`src/clock_page_replacement_defines.svh`:
```
// Assertion helpers shared by the page replacement block
`ifndef CLOCK_PAGE_REPLACEMENT_DEFINES_SVH
`define CLOCK_PAGE_REPLACEMENT_DEFINES_SVH

// Check cons in the same cycle as ante
`define CPR_ASSERT_NOW(label, clk, rst, ante, cons) \
  label: assert property (@(posedge clk) disable iff (rst) (ante) |-> (cons)) \
    else $error("page replacement check failed");

// Check cons in the cycle after ante
`define CPR_ASSERT_NEXT(label, clk, rst, ante, cons) \
  label: assert property (@(posedge clk) disable iff (rst) (ante) |=> (cons)) \
    else $error("page replacement check failed");

`endif

```
`src/cpr_pkg.sv`:
```
package cpr_pkg;

  // Default sizing
  localparam int DEF_MAX_FRAMES = 16;
  localparam int DEF_PAGE_BITS  = 16;

  // Register map
  localparam int          ADDR_W         = 3;
  localparam logic        REG_FRAMES_SEL = 1'b0;
  localparam logic [4:0]  FRAMES_RESET   = 5'd16;

  // Operation broadcast down the frame chain
  typedef enum logic [2:0] {
    CELL_NOP,
    CELL_CLEAR,
    CELL_FILL,
    CELL_TOUCH,
    CELL_STRIP
  } cell_op_t;

  typedef struct packed {
    cell_op_t op;
    logic     mod;
  } cell_cmd_t;

  // Status returned by the chain
  typedef struct packed {
    logic found;
    logic target_busy;
  } chain_stat_t;

  // Controller states
  typedef enum logic [1:0] {
    ST_IDLE,
    ST_LOOK,
    ST_SWEEP,
    ST_DONE
  } cpr_state_t;

  // Increment that holds at the top
  function automatic logic [31:0] sat_inc(input logic [31:0] v);
    return (v == 32'hFFFF_FFFF) ? v : v + 32'd1;
  endfunction

endpackage

```
`src/clock_page_replacement.sv`:
```
// A hit or a fill is decided in ST_LOOK and goes to the output register, or waits in ST_DONE
// while it is full. A fault on a full table steps the hand once per cycle, at most n+1 steps.
// Throughput: one request at a time; the next one is taken the cycle after the
// result is placed in the output register, while that result waits to be taken.
// Reset (rst, synchronous): clears frame status bits, hand, fill count, counters
// and sets frames_in_use to 16; page contents are not cleared, no sweep needed.
module clock_page_replacement #(
  parameter int MAX_FRAMES = cpr_pkg::DEF_MAX_FRAMES,
  parameter int PAGE_BITS  = cpr_pkg::DEF_PAGE_BITS
) (
  input  logic                       clk,
  input  logic                       rst,
  // tdata: page_number[15:0], modified[16], zero fill [23:17]
  input  logic [23:0]                s_tdata,
  // tuser: new_trace[0]
  input  logic [0:0]                 s_tuser,
  input  logic                       s_tvalid,
  output logic                       s_tready,
  // tdata: frame_slot[3:0], hit_count[35:4], fault_count[67:36], zero fill [71:68]
  output logic [71:0]                m_tdata,
  // tuser: hit[0]
  output logic [0:0]                 m_tuser,
  output logic                       m_tvalid,
  input  logic                       m_tready,
  input  logic                       psel,
  input  logic                       penable,
  input  logic                       pwrite,
  input  logic [cpr_pkg::ADDR_W-1:0] paddr,
  input  logic [31:0]                pwdata,
  output logic [31:0]                prdata,
  output logic                       pready
);
  import cpr_pkg::*;

  `include "clock_page_replacement_defines.svh"

  localparam int IW = (MAX_FRAMES > 1) ? $clog2(MAX_FRAMES) : 1;
  localparam int NW = $clog2(MAX_FRAMES + 1);
  localparam int CW = (NW > 5) ? NW : 5;
  localparam int EW = (PAGE_BITS > 16) ? PAGE_BITS : 16;

  cpr_state_t           state, state_next;
  logic [4:0]           frames_in_use;
  logic [PAGE_BITS-1:0] page_q;
  logic                 mod_q;
  logic [IW-1:0]        hand, hand_next;
  logic [NW-1:0]        filled_frames, filled_frames_next;
  logic [31:0]          hits_total, hits_total_next;
  logic [31:0]          faults_total, faults_total_next;
  logic                 res_hit, res_hit_next;
  logic [IW-1:0]        res_slot, res_slot_next;
  logic                 out_hit, out_hit_next;
  logic [3:0]           out_slot, out_slot_next;
  logic [31:0]          out_hits, out_hits_next;
  logic [31:0]          out_faults, out_faults_next;
  logic                 m_tvalid_next;

  logic [NW-1:0]        active_n;
  logic [CW-1:0]        fiu_ext;
  logic [IW-1:0]        hand_eff;
  logic [NW-1:0]        hand_inc;
  logic [IW-1:0]        hand_wrap;
  logic [EW-1:0]        page_ext;
  logic                 take_in;
  logic                 out_free;
  logic                 finish;
  logic [IW+3:0]        slot_ext;

  cell_cmd_t            cmd;
  logic [IW-1:0]        target;
  chain_stat_t          stat;
  logic [IW-1:0]        found_idx;

  // Configuration port
  assign pready = 1'b1;
  assign prdata = (paddr[2] == REG_FRAMES_SEL) ? {27'd0, frames_in_use} : 32'd0;

  always_ff @(posedge clk) begin
    if (rst) begin
      frames_in_use <= FRAMES_RESET;
    end else if (psel && penable && pwrite && pready && paddr[2] == REG_FRAMES_SEL) begin
      frames_in_use <= pwdata[4:0];
    end
  end

  // Clamp the frame count into 1..MAX_FRAMES
  assign fiu_ext = CW'(frames_in_use);
  always_comb begin
    if (frames_in_use == 5'd0) begin
      active_n = NW'(1);
    end else if (fiu_ext > CW'(MAX_FRAMES)) begin
      active_n = NW'(MAX_FRAMES);
    end else begin
      active_n = fiu_ext[NW-1:0];
    end
  end

  // Hand wraps before and after each step
  assign hand_eff  = (NW'(hand) >= active_n) ? '0 : hand;
  assign hand_inc  = NW'(hand_eff) + NW'(1);
  assign hand_wrap = (hand_inc >= active_n) ? '0 : hand_inc[IW-1:0];

  assign page_ext = EW'(s_tdata[15:0]);
  assign take_in  = s_tvalid && s_tready;
  assign out_free = !m_tvalid || m_tready;

  // Frame chain
  cpr_chain #(
    .MAX_FRAMES (MAX_FRAMES),
    .PAGE_BITS  (PAGE_BITS)
  ) u_chain (
    .clk       (clk),
    .rst       (rst),
    .cmd       (cmd),
    .target    (target),
    .active_n  (active_n),
    .page      (page_q),
    .stat      (stat),
    .found_idx (found_idx)
  );

  // Latch the request
  always_ff @(posedge clk) begin
    if (take_in) begin
      page_q <= page_ext[PAGE_BITS-1:0];
      mod_q  <= s_tdata[16];
    end
  end

  // State and control registers
  always_ff @(posedge clk) begin
    if (rst) begin
      state         <= ST_IDLE;
      hand          <= '0;
      filled_frames <= '0;
      hits_total    <= '0;
      faults_total  <= '0;
      m_tvalid      <= 1'b0;
    end else begin
      state         <= state_next;
      hand          <= hand_next;
      filled_frames <= filled_frames_next;
      hits_total    <= hits_total_next;
      faults_total  <= faults_total_next;
      m_tvalid      <= m_tvalid_next;
    end
  end

  // Result and output payload
  always_ff @(posedge clk) begin
    res_hit    <= res_hit_next;
    res_slot   <= res_slot_next;
    out_hit    <= out_hit_next;
    out_slot   <= out_slot_next;
    out_hits   <= out_hits_next;
    out_faults <= out_faults_next;
  end

  // Next state and chain commands
  always_comb begin
    state_next         = state;
    hand_next          = hand;
    filled_frames_next = filled_frames;
    hits_total_next    = hits_total;
    faults_total_next  = faults_total;
    res_hit_next       = res_hit;
    res_slot_next      = res_slot;
    cmd.op             = CELL_NOP;
    cmd.mod            = mod_q;
    target             = '0;
    s_tready           = 1'b0;
    finish             = 1'b0;

    unique case (state)
      ST_IDLE: begin
        s_tready = 1'b1;
        if (s_tvalid) begin
          if (s_tuser[0]) begin
            cmd.op             = CELL_CLEAR;
            hand_next          = '0;
            filled_frames_next = '0;
            hits_total_next    = '0;
            faults_total_next  = '0;
          end
          state_next = ST_LOOK;
        end
      end
      ST_LOOK: begin
        if (stat.found) begin
          target          = found_idx;
          cmd.op          = CELL_TOUCH;
          hits_total_next = sat_inc(hits_total);
          res_hit_next    = 1'b1;
          res_slot_next   = found_idx;
          finish          = 1'b1;
        end else if (filled_frames < active_n) begin
          target             = filled_frames[IW-1:0];
          cmd.op             = CELL_FILL;
          filled_frames_next = filled_frames + NW'(1);
          faults_total_next  = sat_inc(faults_total);
          res_hit_next       = 1'b0;
          res_slot_next      = filled_frames[IW-1:0];
          finish             = 1'b1;
        end else begin
          hand_next  = hand_eff;
          state_next = ST_SWEEP;
        end
      end
      ST_SWEEP: begin
        target    = hand_eff;
        hand_next = hand_wrap;
        if (stat.target_busy) begin
          cmd.op = CELL_STRIP;
        end else begin
          cmd.op            = CELL_FILL;
          faults_total_next = sat_inc(faults_total);
          res_hit_next      = 1'b0;
          res_slot_next     = hand_eff;
          finish            = 1'b1;
        end
      end
      ST_DONE: begin
        if (out_free) state_next = ST_IDLE;
      end
      default: state_next = ST_IDLE;
    endcase

    if (finish) begin
      state_next = out_free ? ST_IDLE : ST_DONE;
    end
  end

  // Load the output register from a fresh or a parked result
  always_comb begin
    out_hit_next    = out_hit;
    out_slot_next   = out_slot;
    out_hits_next   = out_hits;
    out_faults_next = out_faults;
    slot_ext        = {4'd0, res_slot_next};
    m_tvalid_next   = m_tready ? 1'b0 : m_tvalid;
    if ((finish || state == ST_DONE) && out_free) begin
      out_hit_next    = res_hit_next;
      out_slot_next   = slot_ext[3:0];
      out_hits_next   = hits_total_next;
      out_faults_next = faults_total_next;
      m_tvalid_next   = 1'b1;
    end
  end

  assign m_tdata = {4'd0, out_faults, out_hits, out_slot};
  assign m_tuser = out_hit;

  // A parked result only exists while the output register is full
  `CPR_ASSERT_NOW(a_done_waits, clk, rst, state == ST_DONE, m_tvalid)
  // The hand only sweeps once every active frame is filled
  `CPR_ASSERT_NOW(a_sweep_full, clk, rst, state == ST_SWEEP, filled_frames >= active_n)
  // The fill count never passes the table size
  `CPR_ASSERT_NOW(a_fill_bound, clk, rst, 1'b1, filled_frames <= NW'(MAX_FRAMES))
  // Counters only grow outside the request cycle
  `CPR_ASSERT_NEXT(a_count_grow, clk, rst, state != ST_IDLE,
                   hits_total >= $past(hits_total) && faults_total >= $past(faults_total))

endmodule

```
`src/cpr_cell.sv`:
```
module cpr_cell #(
  parameter int PAGE_BITS = cpr_pkg::DEF_PAGE_BITS
) (
  input  logic                 clk,
  input  logic                 rst,
  input  cpr_pkg::cell_cmd_t   cmd,
  input  logic                 sel,
  input  logic                 active,
  input  logic [PAGE_BITS-1:0] page_in,
  input  logic                 seen_in,
  output logic                 seen_out,
  output logic                 first,
  output logic                 busy
);
  import cpr_pkg::*;

  logic [PAGE_BITS-1:0] page;
  logic                 valid;
  logic                 ref_bit;
  logic                 mod_bit;
  logic                 match;

  // Compare against the broadcast page and pass the result on
  assign match    = active && valid && (page == page_in);
  assign first    = match && !seen_in;
  assign seen_out = seen_in || match;
  assign busy     = ref_bit || mod_bit;

  // Hold the stored page; load it on fill
  always_ff @(posedge clk) begin
    if (sel && cmd.op == CELL_FILL) begin
      page <= page_in;
    end
  end

  // Update the frame's status bits
  always_ff @(posedge clk) begin
    if (rst) begin
      valid   <= 1'b0;
      ref_bit <= 1'b0;
      mod_bit <= 1'b0;
    end else if (cmd.op == CELL_CLEAR) begin
      valid   <= 1'b0;
      ref_bit <= 1'b0;
      mod_bit <= 1'b0;
    end else if (sel) begin
      case (cmd.op)
        CELL_FILL: begin
          valid   <= 1'b1;
          ref_bit <= 1'b0;
          mod_bit <= cmd.mod;
        end
        CELL_TOUCH: begin
          ref_bit <= 1'b1;
          mod_bit <= cmd.mod;
        end
        CELL_STRIP: begin
          ref_bit <= 1'b0;
          mod_bit <= 1'b0;
        end
        default: begin
        end
      endcase
    end
  end

endmodule

```
`src/cpr_chain.sv`:
```
module cpr_chain #(
  parameter int MAX_FRAMES = cpr_pkg::DEF_MAX_FRAMES,
  parameter int PAGE_BITS  = cpr_pkg::DEF_PAGE_BITS,
  localparam int IW = (MAX_FRAMES > 1) ? $clog2(MAX_FRAMES) : 1,
  localparam int NW = $clog2(MAX_FRAMES + 1)
) (
  input  logic                 clk,
  input  logic                 rst,
  input  cpr_pkg::cell_cmd_t   cmd,
  input  logic [IW-1:0]        target,
  input  logic [NW-1:0]        active_n,
  input  logic [PAGE_BITS-1:0] page,
  output cpr_pkg::chain_stat_t stat,
  output logic [IW-1:0]        found_idx
);
  import cpr_pkg::*;

  logic [MAX_FRAMES:0]   seen;
  logic [MAX_FRAMES-1:0] first;
  logic [MAX_FRAMES-1:0] busy;

  assign seen[0] = 1'b0;

  // Row of frame cells, the match flag ripples from frame 0 upward
  for (genvar i = 0; i < MAX_FRAMES; i++) begin : g_cell
    cpr_cell #(.PAGE_BITS(PAGE_BITS)) u_cell (
      .clk      (clk),
      .rst      (rst),
      .cmd      (cmd),
      .sel      (target == IW'(i)),
      .active   (NW'(i) < active_n),
      .page_in  (page),
      .seen_in  (seen[i]),
      .seen_out (seen[i+1]),
      .first    (first[i]),
      .busy     (busy[i])
    );
  end

  // Encode the first matching frame
  always_comb begin
    found_idx = '0;
    for (int i = 0; i < MAX_FRAMES; i++) begin
      if (first[i]) found_idx = found_idx | IW'(i);
    end
  end

  assign stat.found       = seen[MAX_FRAMES];
  assign stat.target_busy = busy[target];

endmodule

```
`config.mk`:
```
export PLATFORM = sky130hd
export DESIGN_NAME = clock_page_replacement
export DESIGN_NICKNAME = d
export VERILOG_FILES = /design/src/cpr_pkg.sv /design/src/clock_page_replacement.sv /design/src/cpr_cell.sv /design/src/cpr_chain.sv
export VERILOG_INCLUDE_DIRS = /design/src /design/src/src
export SDC_FILE = /design/constraint.sdc
export NUM_CORES = 1
export LEC_CHECK = 0
export ABC_CLOCK_PERIOD_IN_PS = 24800
export BUFFER_PORTS_ARGS = -buffer_cell sky130_fd_sc_hd__buf_2
export CAP_MARGIN = 10
export CELL_PAD_IN_SITES_DETAIL_PLACEMENT = 1
export CELL_PAD_IN_SITES_GLOBAL_PLACEMENT = 1
export CORE_AREA = 2 2 247 249
export CTS_BUF_LIST = sky130_fd_sc_hd__clkbuf_4
export DETAILED_ROUTE_END_ITERATION = 8
export DIE_AREA = 0 0 249 251
export PLACE_DENSITY = 0.66
export SETUP_SLACK_MARGIN = 0.3
export SLEW_MARGIN = 40
export SYNTH_ARGS = -nofsm -noshare
export SYNTH_HDL_FRONTEND = slang
export SYNTH_HIERARCHICAL = 1
export SYNTH_SLANG_ARGS = --single-unit
export TNS_END_PERCENT = 20
```
`constraint.sdc`:
```
create_clock -name clk -period 24.8 [get_ports clk]
set_clock_uncertainty 0.15 [all_clocks]
set_input_delay 1.24 -clock clk [delete_from_list [all_inputs] [get_ports clk]]
set_output_delay 1.24 -clock clk [all_outputs]
set_load 0.02 [all_outputs]
```
==> summary by stage <==
Run status
The run finished with clean final reports.

Synthesis
The synthesized area per cell is 11.1 um2. The cell count after synthesis is 2,140. The cell area after technology mapping is 23,700 um2. The count of synthesis-stage warnings from yosys is 6.

Clock network
CTS saw 476 sinks. The post-cts resize count is 0. In this run the clock root is driven by a clkbuf_4. Buffers added to address setup during post-CTS repair amount to 0.

The maximum buffer depth of the clock tree is 3. TritonCTS built the clock tree. The number of clock buffers added by TritonCTS is 139. The number of hold buffers added after CTS was 0.

For the worst-skew pair, the clock arrives at the later sink with an insertion delay of 0.95 ns. The H-tree was split into 4 levels. The clock-pin transition on the worst setup and hold timing paths is 0.06 ns.

Final layout
The most frequent standard cell in the layout excluding fill and tap cells is edfxtp_1. The multi-input combinational cells in the finished layout cover a total of 10,300 um2. From synthesis to final layout, the design area changed by 14.7%.

The finished layout holds 3,266 standard cells, fillers aside. The core occupancy in the finished layout is 0.454. The sequential cell area is 13,000 um2. The net count of the finished layout is 2,461. Fill cells in the final layout number 6,575. The share of post-route cells with drive strength above 1 is 0.206. The library cells used most frequently in the layout, excluding fill and tap cells, are 342 x edfxtp_1, 275 x xnor2_1, 212 x clkbuf_4.

Power
The final total power is 1.77 mW. In this run the static leakage power is 9.29 nW. The highest ir drop seen on vdd is 0.0000387 V.

The power density over the cells is 65.3 nW/um2.

Place
Once detailed placement completed, the half-perimeter wirelength came to 43,400 um. The number of placed instances, taps included is 3,011. The congestion estimate from routability-driven global placement came to 0.860.

The count of port buffers added during placement is 106.

Floorplan
The initial utilization of the core area, before any placement, comes to 0.396. The row count is 90. Pin placement for this block handled 175 I/O pins. The total die area is 62,500 um2.

The region available for standard cell placement spans 59,800 um2. Measured along the x axis, the die boundary spans 249 um. In this run the vertical extent of the chip is 251 um.

STA
The routed design could run at a clock period as short as 10.67 ns. Setup violations remaining at the end of the flow were counted as 0. The transition time at the pin with the least slew margin is 0.812 ns. The final-report hold violation count is 0. Setup repair after global routing left no endpoint under its margin. Timing would allow up to 93.7 MHz. The part of the cycle the worst path needs is 0.430. The number of pins exceeding their max-slew limit in the final report came to 0.

After routing, the total negative slack on setup checks comes to 0 ns. In this run the tightest slew margin relative to its limit is 0.458.

Critical path
The top fanout value on the critical path is 56. The largest stage delay on the critical path is 0.65 ns. STA classifies the critical path startpoint as a flip-flop.

STA classifies the critical path endpoint as a flip-flop. The minimum setup slack among reg-to-reg paths is 14.13 ns. Data on the critical path is required at its endpoint by 25.19 ns. The setup path with the least slack is of type reg -> reg.

Among all stages on the critical path, the largest delay is contributed by a21oi_4. The most repeated library cell on the critical path is o21bai_2. Data on the critical path arrives at its endpoint at 11.06 ns.

The length in cells of the worst reg-to-reg path is 38.

GRT
The via count of the first global-routing pass is 18,800. Across every metal layer, demand over resource in global routing totals 0.209. Entering global routing, the biggest net connects 71 pins. The first global-routing pass estimated 104,000 um of wire. Summed over all layers, the global routing overflow is 0. The number of antenna violations at the first check in global routing is 2.

Hold path
Counting instances, the worst hold path has a depth of 1. The class of the tightest hold or removal check is in -> reg.

Routing
The count of nets left with antenna violations once routing finished came out at 0. The total number of vias is 18,000. The DRC violation count after routing is 0.

The final wirelength is 65,500 um. The number of vias per cell after detailed routing is 5.52. The detailed-router iteration count before antenna repair is 5.

The detail-routed net length per standard cell is 20.1 um. In this run, the number of DRC markers left after iteration 0 of detailed routing was 910.

Flow run
The tool flagged a number of max-cap violations equal to 0.
## cell type report
class / count / share of cell area
Sequential cell: 476 / 0.477
Multi-Input combinational cell: 1557 / 0.380
Clock buffer: 212 / 0.0586
Timing Repair Buffer: 169 / 0.0378
Tap cell: 782 / 0.0360
Clock inverter: 36 / 0.00654
Inverter: 30 / 0.00414
Antenna cell: 4 / 0.000368
## worst paths after layout
kind | start | endpoint
worst max-delay path | fiu_ext[4]$_SDFFE_PP1P_ | u_chain/g_cell[4].u_cell/page[9]$_DFFE_PP_
worst min register to register | u_chain/g_cell[8].u_cell/ref_bit$_SDFFE_PP0P_ | u_chain/g_cell[8].u_cell/ref_bit$_SDFFE_PP0P_
worst min-delay path | s_tdata[8] | page_q[8]$_DFFE_PP_
worst max register to register | fiu_ext[4]$_SDFFE_PP1P_ | u_chain/g_cell[4].u_cell/page[9]$_DFFE_PP_
## stage by stage
stage | worst slack (ns) | hold WS (ns) | area [um2]
floorplan | 13.37 | 0.299 | 23800
CTS | 14.13 | 0.147 | 27100
global route | 13.56 | 0.163 | 27200
detailed placement | 14.16 | 0.335 | 25300
finish | 14.13 | 0.313 | 27200
global placement | 13.63 | 0.321 | 25300
## sequential cells by signal (all words and copies together), names as in the netlist, 4 cells and up
signal                         flops
page_q                            16
out_faults                        32
out_hits                          32
u_chain/g_cell.u_cell/valid       16
out_slot                           4
u_chain/g_cell.u_cell/page       256
faults_total                      32
res_slot                           4
filled_frames                      5
u_chain/g_cell.u_cell/ref_bit     16
hits_total                        32
fiu_ext                            5
hand                               4
u_chain/g_cell.u_cell/mod_bit     16
## metal layers
layer | share of wire | up-vias | track usage
li1 | - | 8472 | -
met5 | 0 | - | 0
met3 | 0.042 | 113 | 0.0487
met1 | 0.44 | 9046 | 0.259
met4 | 0.022 | 0 | 0.0765
met2 | 0.50 | 381 | 0.358
## worst max-delay path: cells and delay by family, from the launching register on
family	cells	cell delay, ns
compound gates	18	3.97
mux	1	0.56
simple gates	14	3.83
buf+inv	5	1.45
flops	1	0.32
## where the power goes
group          switching (mW)  internal (mW)
clock network           0.350          0.391
registers             0.00734          0.863
logic                   0.112         0.0518
(Power assumes the default switching activity.)
